### config.mk
export PLATFORM = sky130hd
export DESIGN_NAME = selective_repeat_receive_window_top
export DESIGN_NICKNAME = d
export VERILOG_FILES = /design/src/rtl/srrw_pkg.sv /design/src/rtl/srrw_core.sv /design/src/rtl/selective_repeat_receive_window_top.sv
export SDC_FILE = /design/constraint.sdc
export NUM_CORES = 1
export LEC_CHECK = 0
export BUFFER_PORTS_ARGS = -buffer_cell sky130_fd_sc_hd__buf_2
export CORE_MARGIN = 1
export CORE_UTILIZATION = 30
export DETAILED_ROUTE_END_ITERATION = 8
export PLACE_DENSITY = 0.44
export REMOVE_ABC_BUFFERS = 1
export SYNTH_ARGS = -nofsm -noshare
export SYNTH_HDL_FRONTEND = slang
export SYNTH_SLANG_ARGS = --single-unit
export TNS_END_PERCENT = 5
### constraint.sdc
create_clock -name i_clk -period 7.6 [get_ports i_clk]
set_input_delay 0.76 -clock i_clk [delete_from_list [all_inputs] [get_ports i_clk]]
set_output_delay 0.76 -clock i_clk [all_outputs]
set_load 0.02 [all_outputs]
### src/rtl/srrw_pkg.sv
package srrw_pkg;

    localparam int unsigned ID_W    = 16;
    localparam int unsigned WS_W    = 6;
    localparam int unsigned SLOT_W  = 5;
    localparam int unsigned CFG_W   = 16;

    localparam logic CFG_WINDOW_SIZE   = 1'b0;
    localparam logic CFG_TOTAL_PACKETS = 1'b1;

    localparam logic [WS_W-1:0] WINDOW_SIZE_RST   = 6'd10;
    localparam logic [ID_W-1:0] TOTAL_PACKETS_RST = 16'd1;

    typedef struct packed {
        logic [ID_W-1:0] packet_id;
        logic            crc_good;
    } t_in;

    typedef struct packed {
        logic              ack_positive;
        logic [ID_W-1:0]   ack_id;
        logic              stored;
        logic [SLOT_W-1:0] slot_index;
        logic              window_complete;
        logic [ID_W-1:0]   complete_base;
        logic [WS_W-1:0]   complete_length;
        logic              transfer_done;
    } t_out;

    typedef struct packed {
        logic             we;
        logic             idx;
        logic [CFG_W-1:0] data;
    } t_cfg_wr;

endpackage

### src/rtl/srrw_core.sv
module srrw_core
    import srrw_pkg::*;
#(
    parameter int unsigned MAX_WINDOW = 32
) (
    input  logic    i_clk,
    input  logic    i_rst_n,
    input  t_cfg_wr i_cfg,
    input  logic    i_take,
    input  t_in     i_item,
    output t_out    o_result
);

    localparam int unsigned CAP   = (MAX_WINDOW < 32) ? MAX_WINDOW : 32;
    localparam int unsigned BIT_W = (CAP > 1) ? $clog2(CAP) : 1;
    localparam logic [WS_W-1:0] CAP_V = WS_W'(CAP);

    logic [WS_W-1:0] r_ws, n_ws;
    logic [ID_W-1:0] r_total, n_total;
    logic [ID_W-1:0] r_base, n_base;
    logic [ID_W-1:0] r_left, n_left;
    logic [WS_W-1:0] r_length, n_length;
    logic [CAP-1:0]  r_bits, n_bits;

    logic [ID_W:0]   diff;
    logic            in_window;
    logic            slot_free;
    logic            store;
    logic [CAP-1:0]  set_bits;
    logic [CAP-1:0]  mask;
    logic            complete;
    logic            active;
    logic [WS_W-1:0] w_eff;
    logic [ID_W-1:0] left_after;
    logic [ID_W-1:0] restart_total;

    function automatic logic [WS_W-1:0] eff_window(input logic [WS_W-1:0] ws);
        logic [WS_W-1:0] w;
        w = ws;
        if (w == '0) begin
            w = WS_W'(1);
        end
        if (w > CAP_V) begin
            w = CAP_V;
        end
        return w;
    endfunction

    function automatic logic [WS_W-1:0] len_of(input logic [WS_W-1:0] w,
                                               input logic [ID_W-1:0] left);
        logic [WS_W-1:0] r;
        r = w;
        if ({{(ID_W-WS_W){1'b0}}, w} > left) begin
            r = left[WS_W-1:0];
        end
        return r;
    endfunction

    always_comb begin
        for (int j = 0; j < CAP; j++) begin
            mask[j] = (j < int'(r_length));
        end
    end

    assign active    = (r_left != '0);
    assign diff      = {1'b0, i_item.packet_id} - {1'b0, r_base};
    assign in_window = !diff[ID_W] && (diff[ID_W-1:0] < {{(ID_W-WS_W){1'b0}}, r_length});
    assign slot_free = !r_bits[diff[BIT_W-1:0]];
    assign store     = active && i_item.crc_good && in_window && slot_free;

    always_comb begin
        set_bits = r_bits;
        if (store) begin
            set_bits[diff[BIT_W-1:0]] = 1'b1;
        end
    end

    assign complete   = active && (set_bits == mask);
    assign w_eff      = eff_window(r_ws);
    assign left_after = r_left - {{(ID_W-WS_W){1'b0}}, r_length};

    assign restart_total = (i_cfg.idx == CFG_TOTAL_PACKETS) ? i_cfg.data : r_total;

    always_comb begin
        n_ws     = r_ws;
        n_total  = r_total;
        n_base   = r_base;
        n_left   = r_left;
        n_length = r_length;
        n_bits   = r_bits;
        if (i_cfg.we) begin
            n_ws     = (i_cfg.idx == CFG_WINDOW_SIZE) ? i_cfg.data[WS_W-1:0] : r_ws;
            n_total  = restart_total;
            n_base   = '0;
            n_left   = restart_total;
            n_length = len_of(eff_window(n_ws), restart_total);
            n_bits   = '0;
        end else if (i_take) begin
            if (complete) begin
                n_base   = r_base + {{(ID_W-WS_W){1'b0}}, r_length};
                n_left   = left_after;
                n_length = len_of(w_eff, left_after);
                n_bits   = '0;
            end else begin
                n_bits   = set_bits;
            end
        end
    end

    always_ff @(posedge i_clk) begin
        if (!i_rst_n) begin
            r_ws     <= WINDOW_SIZE_RST;
            r_total  <= TOTAL_PACKETS_RST;
            r_base   <= '0;
            r_left   <= TOTAL_PACKETS_RST;
            r_length <= len_of(eff_window(WINDOW_SIZE_RST), TOTAL_PACKETS_RST);
            r_bits   <= '0;
        end else begin
            r_ws     <= n_ws;
            r_total  <= n_total;
            r_base   <= n_base;
            r_left   <= n_left;
            r_length <= n_length;
            r_bits   <= n_bits;
        end
    end

    always_comb begin
        o_result.ack_positive    = i_item.crc_good;
        o_result.ack_id          = i_item.packet_id;
        o_result.stored          = store;
        o_result.slot_index      = store ? diff[SLOT_W-1:0] : '0;
        o_result.window_complete = complete;
        o_result.complete_base   = complete ? r_base : '0;
        o_result.complete_length = complete ? r_length : '0;
        o_result.transfer_done   = complete ? (left_after == '0) : !active;
    end

    // The received bitmap never holds a bit at or beyond the window length.
    a_bits_in_window: assert property (@(posedge i_clk) disable iff (!i_rst_n)
        (r_bits & ~mask) == '0)
        else $error("received bitmap outside window");

    // An open transfer always has a non-empty window no larger than the cap.
    a_length_range: assert property (@(posedge i_clk) disable iff (!i_rst_n)
        (r_left != '0) |-> (r_length != '0 && r_length <= CAP_V))
        else $error("window length out of range");

    // Base plus remaining packets always equals the total.
    a_base_left: assert property (@(posedge i_clk) disable iff (!i_rst_n)
        (r_base + r_left) == r_total)
        else $error("base and remaining count disagree");

    // A completed window moves the base forward by the reported length.
    a_base_step: assert property (@(posedge i_clk) disable iff (!i_rst_n)
        (i_take && complete && !i_cfg.we) |=>
            r_base == $past(r_base) + {{(ID_W-WS_W){1'b0}}, $past(r_length)})
        else $error("base did not advance by window length");

endmodule

### src/rtl/selective_repeat_receive_window_top.sv
// Selective-repeat receive window tracker.
// Input channel: i_valid, i_in (packet id and CRC verdict), o_stall.
// Output channel: o_valid, o_out (acknowledgement, slot and window report), i_stall.
// A request is taken at a rising edge where valid is high and stall is low.
// Every input request yields exactly one output request, registered, so the
// result appears in the cycle after acceptance. One request is accepted every
// cycle while o_stall is low; the window state updates in the same cycle the
// request is taken. When the output register is full and i_stall is high,
// o_stall rises and no new request is taken until the held result is delivered.
// Configuration: i_cfg_we writes i_cfg_data into the register picked by
// i_cfg_idx (0 window size, 1 total packets); any write restarts the transfer.
// Write only while no request is in flight.
// Synchronous reset restores window size 10 and total packets 1, clears the
// bitmap, sets the base to zero and empties the output register.
module selective_repeat_receive_window_top
    import srrw_pkg::*;
#(
    parameter int unsigned MAX_WINDOW = 32
) (
    input  logic             i_clk,
    input  logic             i_rst_n,
    input  logic             i_valid,
    input  t_in              i_in,
    output logic             o_stall,
    output logic             o_valid,
    output t_out             o_out,
    input  logic             i_stall,
    input  logic             i_cfg_we,
    input  logic             i_cfg_idx,
    input  logic [CFG_W-1:0] i_cfg_data
);

    logic    r_valid, n_valid;
    t_out    r_out;
    t_out    result;
    t_cfg_wr cfg;
    logic    take;

    assign o_stall = r_valid && i_stall;
    assign take    = i_valid && !o_stall;

    assign cfg.we   = i_cfg_we;
    assign cfg.idx  = i_cfg_idx;
    assign cfg.data = i_cfg_data;

    srrw_core #(
        .MAX_WINDOW(MAX_WINDOW)
    ) u_core (
        .i_clk   (i_clk),
        .i_rst_n (i_rst_n),
        .i_cfg   (cfg),
        .i_take  (take),
        .i_item  (i_in),
        .o_result(result)
    );

    always_comb begin
        n_valid = r_valid;
        if (take) begin
            n_valid = 1'b1;
        end else if (!i_stall) begin
            n_valid = 1'b0;
        end
    end

    always_ff @(posedge i_clk) begin
        if (!i_rst_n) begin
            r_valid <= 1'b0;
        end else begin
            r_valid <= n_valid;
        end
    end

    always_ff @(posedge i_clk) begin
        if (take) begin
            r_out <= result;
        end
    end

    assign o_valid = r_valid;
    assign o_out   = r_out;

endmodule

==> impl_metrics.toml, run 1 <==
[clocking]
hold_buffers = 0
clk_pin_slew_worst_paths_ns = 0.07
tritoncts = "built"
cts_made_buffers = 17
cts_htree_levels = 4
cts.sink_count = 140
clock_latency_ns = 0.44
cts_setup_buffers = 0
cts_root_buf = "sky130_fd_sc_hd__clkbuf_16"
number_of_gates_given_a_new_drive_strength_after_cts = 0
clock_buffer_depth = 2

[finish]
post-route-cell-area_mm2 = 0.0110
register_area_mm2 = 0.00327
layout_commonest_cell = "sky130_fd_sc_hd__a21oi_1"
area_used_by_multi_input_combinational_logic_mm2 = 0.00576
finalNetCount = 1297
layout_common_cells = "122 x sky130_fd_sc_hd__a21oi_1, 106 x sky130_fd_sc_hd__nor2_1, 93 x sky130_fd_sc_hd__dfxtp_1"
nFillCells = 3196
antenna_cells_inserted = 0
syn2layout_area_growth_pct = 15.7
layout-drive-gt1-share_pct = 15.7
finalNonFillerCells = 1619

[setup_path]
cpMostUsedCell = "sky130_fd_sc_hd__or4_1"
reg2reg_slack_ns = 1.11
critical_path_peak_fanout = 51
worst_setup_path_end_kind = "flip-flop"
critPathMaxStageDelay_ns = 0.60
crit_required_ns = 7.92
critPathSlowestCell = "sky130_fd_sc_hd__or4_1"
worstRegToRegCells = 22
crit_chain = "buf_2 > inv_1 > ha_1 > fa_1 > and2b_1 > o22ai_2 > xor2_2 > inv_1 > ha_1 > a21oi_1 > o22ai_1 > nand3b_1 > a2111oi_0 > nand3_1 > or4_1 > or4_1 > mux2i_1 > or4_1 > or4_1 > buf_4 > nor3_4 > buf_12 > a21oi_1 > or3_1"
critPathKind = "input pin to flip-flop"
cp_data_arrival_time_ns = 6.87
rr_startpoint = "u_core.r_base[3]$_SDFFE_PP0P_"
r2r_end = "u_core.r_left[11]$_SDFFE_PN0P_"
worstSetupStartpointType = "input pin"

[drt]
via_count = 9115
drt_iter0_markers = 813
postRouteAntennaNets = 0
vias_per_cell = 5.63
wl_per_cell_um = 21.0
routed_wl_um = 34000
drc = 0
first_pass_iters = 5

[power_and_ir_drop]
switching_power_of_the_nets_mw = 0.709
leakagePower_nw = 4.24
seq_power_share_pct = 38.3
internal-power_mw = 1.43
power.total_mw = 2.13
power_per_cell_area_mw_per_mm2 = 194
irDropWorstVdd_mv = 0.152
switching_share_pct = 33.2
share_comb_of_total_power_pct = 21.9
clock_power_share_pct = 39.8

[timing]
report.final.setup_viol = 0
achievable-frequency_mhz = 153
timing.max_slew.rel_slack_pct = 24.0
final.period_utilization_pct = 86.2
tightest_slew_ns = 1.13
timing_hold_violations_final = 0
period_needed_ns = 6.55
finClkSkew_ns = 0.0147
grt_setup_unrepaired = "false"
final-max-slew-violation-count = 0

[die]
row_count = 64
placeableCoreArea_mm2 = 0.0309
horizontal_die_dimension_um = 180
io_pins = 88
floorplan.die_area_mm2 = 0.0324
die_height_um = 180
effective_utilization_at_floorplan_pct = 30.8

[placement]
post_dp_cell_area_mm2 = 0.0104
hpwl_detailed_um = 24900
place_inst = 1587
portBuffers = 87
place.gp.congestion = 0.952

[grt]
grt_use_total_pct = 21.0
first_pass_grt_wire_length_um = 52600
grt_antenna_before_repair = 0
via_count_of_the_first_global_routing_pass = 8845
pin_count_of_the_biggest_net_entering_global_routing = 55
grt_overflow_total = 0

[run_status]
status = "finished clean"

[min_path]
min_path_type = "flip-flop to flip-flop"
hp-start = "u_core.r_total[10]$_SDFFE_PN0P_"
timing.hold.worst_endpoint = "u_core.r_total[10]$_SDFFE_PN0P_"
hold_path_depth = 2

[synthesis]
yosys_register_bits = 140
synth_cell_types = 78
synth_async_sr_flop_share_pct = 0
synth.yosys.warnings = 0
syn_area_mm2 = 0.00951
syn-mean-instance-area_um2 = 8.34
synth_enable_flop_cells = 47
yosys_most_used_dff = "sky130_fd_sc_hd__dfxtp_1"
synth_sequential_area_ratio_pct = 34.4
netlist_instances = 1140

[flow_run]
max_cap_viol_count = 0
==> through the flow <==
stage | worst slack [ns] | hold slack [ns] | TNS [ns] | util (%)
after CTS | 1.04 | 0.457 | 0 | 35.6
final | 1.05 | 0.454 | 0 | 35.6
after global placement | 0.689 | 0.443 | 0 | 33.7
after floorplan | -1.39 | 0.433 | -53.28 | -
after global routing | 0.710 | 0.474 | 0 | 35.6
after detailed placement | 0.610 | 0.447 | 0 | 33.7
==> power groups by stage <==
| stage | sequential, mW | clock (mW) | combinational, mW |
|---|---|---|---|
| floorplan | 0.853 | 0 | 0.277 |
| detailed placement | 0.834 | 0 | 0.459 |
| finish | 0.817 | 0.849 | 0.468 |
| global route | 0.820 | 0.901 | 0.509 |
| CTS | 0.818 | 0.870 | 0.462 |
| global placement | 0.834 | 0 | 0.466 |
==> critical path, delay by kind of cell <==
family | cells | cell delay [ns]
mux | 1 | 0.15
xor+xnor | 1 | 0.17
simple gates | 9 | 3.16
buf+inv | 5 | 0.77
fa+ha+maj | 3 | 0.95
compound gates | 5 | 0.88
==> synth_stat cells (6+ instances only) <==
cell type / number / area [um^2]
sky130_fd_sc_hd__a211oi_1: 12 / 90.1
sky130_fd_sc_hd__o21a_1: 9 / 67.6
sky130_fd_sc_hd__or2_2: 7 / 43.8
sky130_fd_sc_hd__a21o_1: 25 / 188
sky130_fd_sc_hd__nand4_1: 18 / 113
sky130_fd_sc_hd__o211ai_1: 6 / 45.0
sky130_fd_sc_hd__mux2i_1: 44 / 440
sky130_fd_sc_hd__nand3_1: 45 / 225
sky130_fd_sc_hd__nor2b_1: 17 / 106
sky130_fd_sc_hd__xor2_1: 13 / 114
sky130_fd_sc_hd__clkbuf_1: 45 / 169
sky130_fd_sc_hd__edfxtp_1: 47 / 1410
sky130_fd_sc_hd__a31oi_1: 12 / 75.1
sky130_fd_sc_hd__xnor2_1: 10 / 87.6
sky130_fd_sc_hd__ha_1: 45 / 563
sky130_fd_sc_hd__buf_2: 14 / 70.1
sky130_fd_sc_hd__and2_1: 13 / 81.3
sky130_fd_sc_hd__nand2b_1: 10 / 62.6
sky130_fd_sc_hd__inv_1: 54 / 203
sky130_fd_sc_hd__nor2_1: 106 / 398
sky130_fd_sc_hd__mux2_2: 8 / 90.1
sky130_fd_sc_hd__nor3_1: 64 / 320
sky130_fd_sc_hd__or4_1: 11 / 82.6
sky130_fd_sc_hd__a21oi_1: 122 / 611
sky130_fd_sc_hd__o21ai_0: 37 / 185
sky130_fd_sc_hd__nand2_1: 79 / 297
sky130_fd_sc_hd__nor4_1: 39 / 244
sky130_fd_sc_hd__mux4_2: 8 / 180
sky130_fd_sc_hd__dfxtp_1: 93 / 1860
==> worst max path at each step <==
stage               startpoint                             end  slack (ns)
floorplan              i_in[1]  u_core.r_left[11]$_SDFFE_PN0P_       -1.39
global placement       i_in[1]  u_core.r_left[11]$_SDFFE_PN0P_        0.69
detailed placement     i_in[1]  u_core.r_left[11]$_SDFFE_PN0P_        0.61
CTS                    i_in[1]  u_core.r_left[11]$_SDFFE_PN0P_        1.04
global route           i_in[1]  u_core.r_left[11]$_SDFFE_PN0P_        0.71
finish                 i_in[1]  u_core.r_left[11]$_SDFFE_PN0P_        1.05
==> registers in the layout, indices dropped and copies added (netlist names) <==
name / count
o_valid: 1
u_core.r_total: 16
o_out: 47
u_core.r_bits: 32
u_core.r_left: 16
u_core.r_base: 16
u_core.r_length: 6
u_core.r_ws: 6
==> layer usage <==
metal  wire [um]  GRT usage, %  up-vias  part of all wire (%)
met2       15500          33.2      323                    45
met4         971          8.51        0                   2.9
met1       15600          28.5     4319                    46
met3        1990          3.48       66                   5.8
li1            -             -     4407                     -
met5           0             0        -                     0
==> cells by family (layout without fill, tap and decap cells) <==
| kind of cell | after synthesis | after routing | synth area share (%) |
|---|---|---|---|
| AND/OR/NAND/NOR | 441 | 441 | 23.5 |
| adder cells (fa/ha/maj) | 48 | 48 | 6.55 |
| buffers and inverters | 124 | 207 | 5.20 |
| flip-flops | 140 | 140 | 34.4 |
| AO/OA/AOI/OAI | 303 | 303 | 20.6 |
| XOR/XNOR | 24 | 24 | 2.29 |
| multiplexers | 60 | 60 | 7.47 |
==> cell type report <==
class                      instances  area share (%)
inverter                          58            1.98
tap                              396            4.51
clock inverter                    15            1.42
clock buffer                      17            3.87
multi-input combinational        876            52.3
timing repair buffer             117            6.12
sequential                       140            29.8
No activity file was read; power rests on OpenSTA's default activity.
==> inputs of run 2 (changes only) <==
==> constraint.sdc (replaced) <==
create_clock -name i_clk -period 7.6 [get_ports i_clk]
set_input_delay 1.9 -clock i_clk [delete_from_list [all_inputs] [get_ports i_clk]]
set_output_delay 1.9 -clock i_clk [all_outputs]
set_load 0.02 [all_outputs]
==> run 2 against run 1 <==
  * Utilization rose by 1.2 points
  * Combinational power rose by 4%
  * Routed wire length rose by 2.5%
  * Sequential share of layout area fell by 0.96 points
  * Fmax fell by 10%
  * First-iteration DRC count rose by 8.7%
==> impl_metrics.toml, run 2 (synthesis results as in run 1) <==
[placement]
hpwl_detailed_um = 25400
place.gp.congestion = 0.966
place_worst_setup_slack_ns = -0.205
portBuffers = 87
place_inst = 1623
post_dp_cell_area_mm2 = 0.0107

[power_and_ir_drop]
clock_power_share_pct = 40.9
irDropWorstVdd_mv = 0.155
power_per_cell_area_mw_per_mm2 = 194
switching_share_pct = 33.1
leakagePower_nw = 4.45
switching_power_of_the_nets_mw = 0.729
seq_power_share_pct = 37.1
internal-power_mw = 1.48
power.total_mw = 2.20
share_comb_of_total_power_pct = 22.0

[flow_run]
max_cap_viol_count = 0

[grt]
first_pass_grt_wire_length_um = 53800
grt_overflow_total = 0
grt_antenna_before_repair = 0
via_count_of_the_first_global_routing_pass = 8924
pin_count_of_the_biggest_net_entering_global_routing = 55
grt_use_total_pct = 21.6

[drt]
first_pass_iters = 6
postRouteAntennaNets = 0
routed_wl_um = 34900
via_count = 9318
wl_per_cell_um = 21.1
drt_iter0_markers = 884
drc = 0
vias_per_cell = 5.63

[setup_path]
critPathMaxStageDelay_ns = 0.58
timing.critical_path.from = "i_in[1]"
rr_startpoint = "u_core.r_base[0]$_SDFFE_PP0P_"
r2r_end = "u_core.r_left[11]$_SDFFE_PN0P_"
critPathSlowestCell = "sky130_fd_sc_hd__or4_1"
critical_path_peak_fanout = 23
worst_setup_path_end_kind = "flip-flop"
crit_required_ns = 7.91
cpMostUsedCell = "sky130_fd_sc_hd__or4_1"
path_depth = 25
cpLargestDelayFamily = "simple AND/OR/NAND/NOR gates"
timing.critical_path.to = "u_core.r_left[11]$_SDFFE_PN0P_"
cp.buffers_inverters = 6
worstSetupStartpointType = "input pin"
reg2reg_slack_ns = 1.52
critPathKind = "input pin to flip-flop"
worstRegToRegCells = 23
cp_data_arrival_time_ns = 7.60

[finish]
finalCoreUtilization_pct = 36.8
finalNonFillerCells = 1655
finalNetCount = 1333
syn2layout_area_growth_pct = 19.5
max_reg_flops = 47
antenna_cells_inserted = 0
layout-drive-gt1-share_pct = 18.3
layout_common_cells = "122 x sky130_fd_sc_hd__a21oi_1, 106 x sky130_fd_sc_hd__nor2_1, 93 x sky130_fd_sc_hd__dfxtp_1"
nFillCells = 3223
post-route-cell-area_mm2 = 0.0114
layout_commonest_cell = "sky130_fd_sc_hd__a21oi_1"

[clocking]
cts_setup_buffers = 0
clk_pin_slew_worst_paths_ns = 0.07
cts_htree_levels = 4
cts_root_buf = "sky130_fd_sc_hd__clkbuf_16"
tritoncts = "built"
clock_buffer_depth = 2
cts.sink_count = 140
clock_latency_ns = 0.44
cts_made_buffers = 17

[timing]
timing.final.ws_setup_ns = 0.313
period_needed_ns = 7.29
finClkSkew_ns = 0.0139
timing_hold_violations_final = 0
report.final.setup_viol = 0
final.period_utilization_pct = 95.9
final-max-slew-violation-count = 0
timing.max_slew.rel_slack_pct = 23.1
grt_setup_unrepaired = "false"
fin_hold_ws_ns = 0.457
achievable-frequency_mhz = 137
tightest_slew_ns = 1.15
fin_tns_setup_ns = 0

[die]
die_height_um = 180
io_pins = 88
floorplan.die_area_mm2 = 0.0324
row_count = 64
effective_utilization_at_floorplan_pct = 30.8
horizontal_die_dimension_um = 180
placeableCoreArea_mm2 = 0.0309

[min_path]
min_path_type = "flip-flop to flip-flop"

[run_status]
status = "finished clean"
run 2: worst min-delay path by stage:
stage                                                 end                       startpoint  slack [ns]  depth (start not counted)
final                     u_core.r_total[15]$_SDFFE_PN0P_  u_core.r_total[15]$_SDFFE_PN0P_        0.46                          2
after global routing       u_core.r_total[5]$_SDFFE_PN0P_   u_core.r_total[5]$_SDFFE_PN0P_        0.49                          2
after CTS                 u_core.r_total[15]$_SDFFE_PN0P_  u_core.r_total[15]$_SDFFE_PN0P_        0.46                          2
after detailed placement  u_core.r_total[15]$_SDFFE_PN0P_  u_core.r_total[15]$_SDFFE_PN0P_        0.45                          2
after global placement    u_core.r_total[15]$_SDFFE_PN0P_  u_core.r_total[15]$_SDFFE_PN0P_        0.44                          2
after floorplan            u_core.r_total[2]$_SDFFE_PN0P_   u_core.r_total[2]$_SDFFE_PN0P_        0.43                          2
run 2: final cells by class:
class / count / area (um^2) / area share, %
multi-input combinational: 876 / 5770 / 50.8
clock buffer: 17 / 425 / 3.74
timing repair buffer: 153 / 993 / 8.74
tap: 396 / 495 / 4.36
sequential: 140 / 3270 / 28.8
clock inverter: 15 / 191 / 1.68
inverter: 58 / 218 / 1.92
run 2: repair_timing:
action,CTS,global route
setup endpoints to repair,0,7
hold buffers,0,0
gates resized for setup,0,3
run 2: per-layer routing:
| metal | routed length (um) | vias up | track usage, % | share of wire (%) |
|---|---|---|---|---|
| li1 | - | 4468 | - | - |
| met1 | 15900 | 4444 | 29.5 | 46 |
| met4 | 909 | 0 | 7.97 | 2.6 |
| met2 | 15900 | 341 | 34.2 | 46 |
| met3 | 2080 | 65 | 3.33 | 6.0 |
| met5 | 0 | - | 0 | 0 |
run 2: power by group through the flow:
stage | logic (mW) | clock network, mW | registers [mW]
after detailed placement | 0.476 | 0 | 0.834
after CTS | 0.479 | 0.922 | 0.817
after global placement | 0.482 | 0 | 0.834
final | 0.486 | 0.901 | 0.817
after global routing | 0.530 | 0.959 | 0.820
after floorplan | 0.277 | 0 | 0.853
run 2: tightest hold or removal path, delay by kind of cell (launching register included):
| kind | cells | cell delay, ns |
|---|---|---|
| flops | 1 | 0.31 |
| compound gates | 1 | 0.05 |
| simple gates | 1 | 0.05 |
==> inputs of run 3 (changes only) <==
- RECOVER_POWER: unset -> 25
==> run 3 against run 2 <==
  * The run now ends with capacitance limit, slew limit left
  * Utilization down 0.17 points
  * Critical path type unchanged
  * Register-to-register slack barely moved
  * Setup slack worse by 0.019 ns
  * Sequential share of layout area grew 0.13 points
  * Clock-buffer cell count did not move
  * Largest cell class unchanged
  * Cell count is the same
  * Cell area decreased by 0.46%
  * Sequential power hardly changed
  * Die area did not move
  * Worst hold slack improved by 0.0027 ns
  * Clock skew about the same
==> impl_metrics.toml, run 3 (synthesis results as in run 1) <==
[setup_path]
critical_path_peak_fanout = 23
cpLargestDelayFamily = "simple AND/OR/NAND/NOR gates"
cp.buffers_inverters = 6
worst_setup_path_end_kind = "flip-flop"
crit_required_ns = 7.91
cp_data_arrival_time_ns = 7.62
cpMostUsedCell = "sky130_fd_sc_hd__or4_1"
critPathSlowestCell = "sky130_fd_sc_hd__or4_1"
worstSetupStartpointType = "input pin"
critPathMaxStageDelay_ns = 0.59
critPathKind = "input pin to flip-flop"

[grt]
pin_count_of_the_biggest_net_entering_global_routing = 55
grt_antenna_before_repair = 0
first_pass_grt_wire_length_um = 53800
via_count_of_the_first_global_routing_pass = 8924
grt_overflow_total = 0
grt_use_total_pct = 21.6

[drt]
drt_iter0_markers = 955
via_count = 9309
drc = 0
routed_wl_um = 34900
first_pass_iters = 8
postRouteAntennaNets = 0
vias_per_cell = 5.62
wl_per_cell_um = 21.1

[run_status]
failed_checks = "capacitance limit, slew limit"
status = "finished with violations"

[finish]
layout-drive-gt1-share_pct = 15.3
max_reg_flops = 47
layout_commonest_cell = "sky130_fd_sc_hd__a21oi_1"
nFillCells = 3226
finalNonFillerCells = 1655
layout_common_cells = "122 x sky130_fd_sc_hd__a21oi_1, 106 x sky130_fd_sc_hd__nor2_1, 93 x sky130_fd_sc_hd__dfxtp_1"
register_area_mm2 = 0.00327
finalNetCount = 1333
area_used_by_multi_input_combinational_logic_mm2 = 0.00577
syn2layout_area_growth_pct = 19.0
antenna_cells_inserted = 0
post-route-cell-area_mm2 = 0.0113
finalCoreUtilization_pct = 36.6

[power_and_ir_drop]
power_per_cell_area_mw_per_mm2 = 195
leakagePower_nw = 4.34
power.total_mw = 2.20
irDropWorstVdd_mv = 0.156

[timing]
timing_hold_violations_final = 0
finClkSkew_ns = 0.0140
fin_tns_setup_ns = 0
grt_setup_unrepaired = "false"
fin_hold_ws_ns = 0.459
tightest_slew_ns = 2.01
achievable-frequency_mhz = 137
final-max-slew-violation-count = 37
period_needed_ns = 7.31
final.period_utilization_pct = 96.1
report.final.setup_viol = 0
timing.max_slew.rel_slack_pct = -34.1
timing.final.ws_setup_ns = 0.294

[placement]
place_worst_setup_slack_ns = -0.205
hpwl_detailed_um = 25400
post_dp_cell_area_mm2 = 0.0107
place.gp.congestion = 0.966
portBuffers = 87
place_inst = 1623

[clocking]
tritoncts = "built"
number_of_gates_given_a_new_drive_strength_after_cts = 0
cts_root_buf = "sky130_fd_sc_hd__clkbuf_16"
clock_latency_ns = 0.44
clock_buffer_depth = 2
clk_pin_slew_worst_paths_ns = 0.07
cts_htree_levels = 4
cts.sink_count = 140
cts_made_buffers = 17
hold_buffers = 0
cts_setup_buffers = 0

[min_path]
min_path_type = "flip-flop to flip-flop"

[die]
horizontal_die_dimension_um = 180
floorplan.die_area_mm2 = 0.0324
io_pins = 88
effective_utilization_at_floorplan_pct = 30.8
row_count = 64
placeableCoreArea_mm2 = 0.0309
die_height_um = 180

[flow_run]
max_cap_viol_count = 1
## run 3: power breakdown
group	switching [mW]	internal, mW
Sequential	0.0168	0.801
Combinational	0.314	0.170
Clock	0.402	0.502
## run 3: path summary, 6_finish.rpt
path                                        start                         endpoint  slack (ns)  cells past startpoint
hold reg to reg   u_core.r_total[10]$_SDFFE_PN0P_  u_core.r_total[10]$_SDFFE_PN0P_        0.46                      2
hold / removal    u_core.r_total[10]$_SDFFE_PN0P_  u_core.r_total[10]$_SDFFE_PN0P_        0.46                      2
setup / recovery                          i_in[1]   u_core.r_left[11]$_SDFFE_PN0P_        0.29                     25
setup reg to reg    u_core.r_base[0]$_SDFFE_PP0P_   u_core.r_left[11]$_SDFFE_PN0P_        1.51                     23
## run 3: worst min-delay path, cell delays in order, from the launching register on
cell and delay, ns:
sky130_fd_sc_hd__dfxtp_1 0.31, sky130_fd_sc_hd__nand2_1 0.05, sky130_fd_sc_hd__a21oi_1 0.05
## run 3: area by class of cell
cell class | instances | share of cell area [%]
multi-input combinational | 876 | 51.0
clock buffer | 17 | 3.76
inverter | 58 | 1.92
sequential | 140 | 28.9
clock inverter | 15 | 1.69
tap | 396 | 4.38
timing repair buffer | 153 | 8.32
## run 3: metal layers
layer | global-route usage (%) | vias to the layer above | wire length, um
met4 | 7.97 | 0 | 902
met3 | 3.33 | 64 | 2100
li1 | - | 4467 | -
met2 | 34.2 | 357 | 15900
met5 | 0 | - | 0
met1 | 29.5 | 4421 | 16000
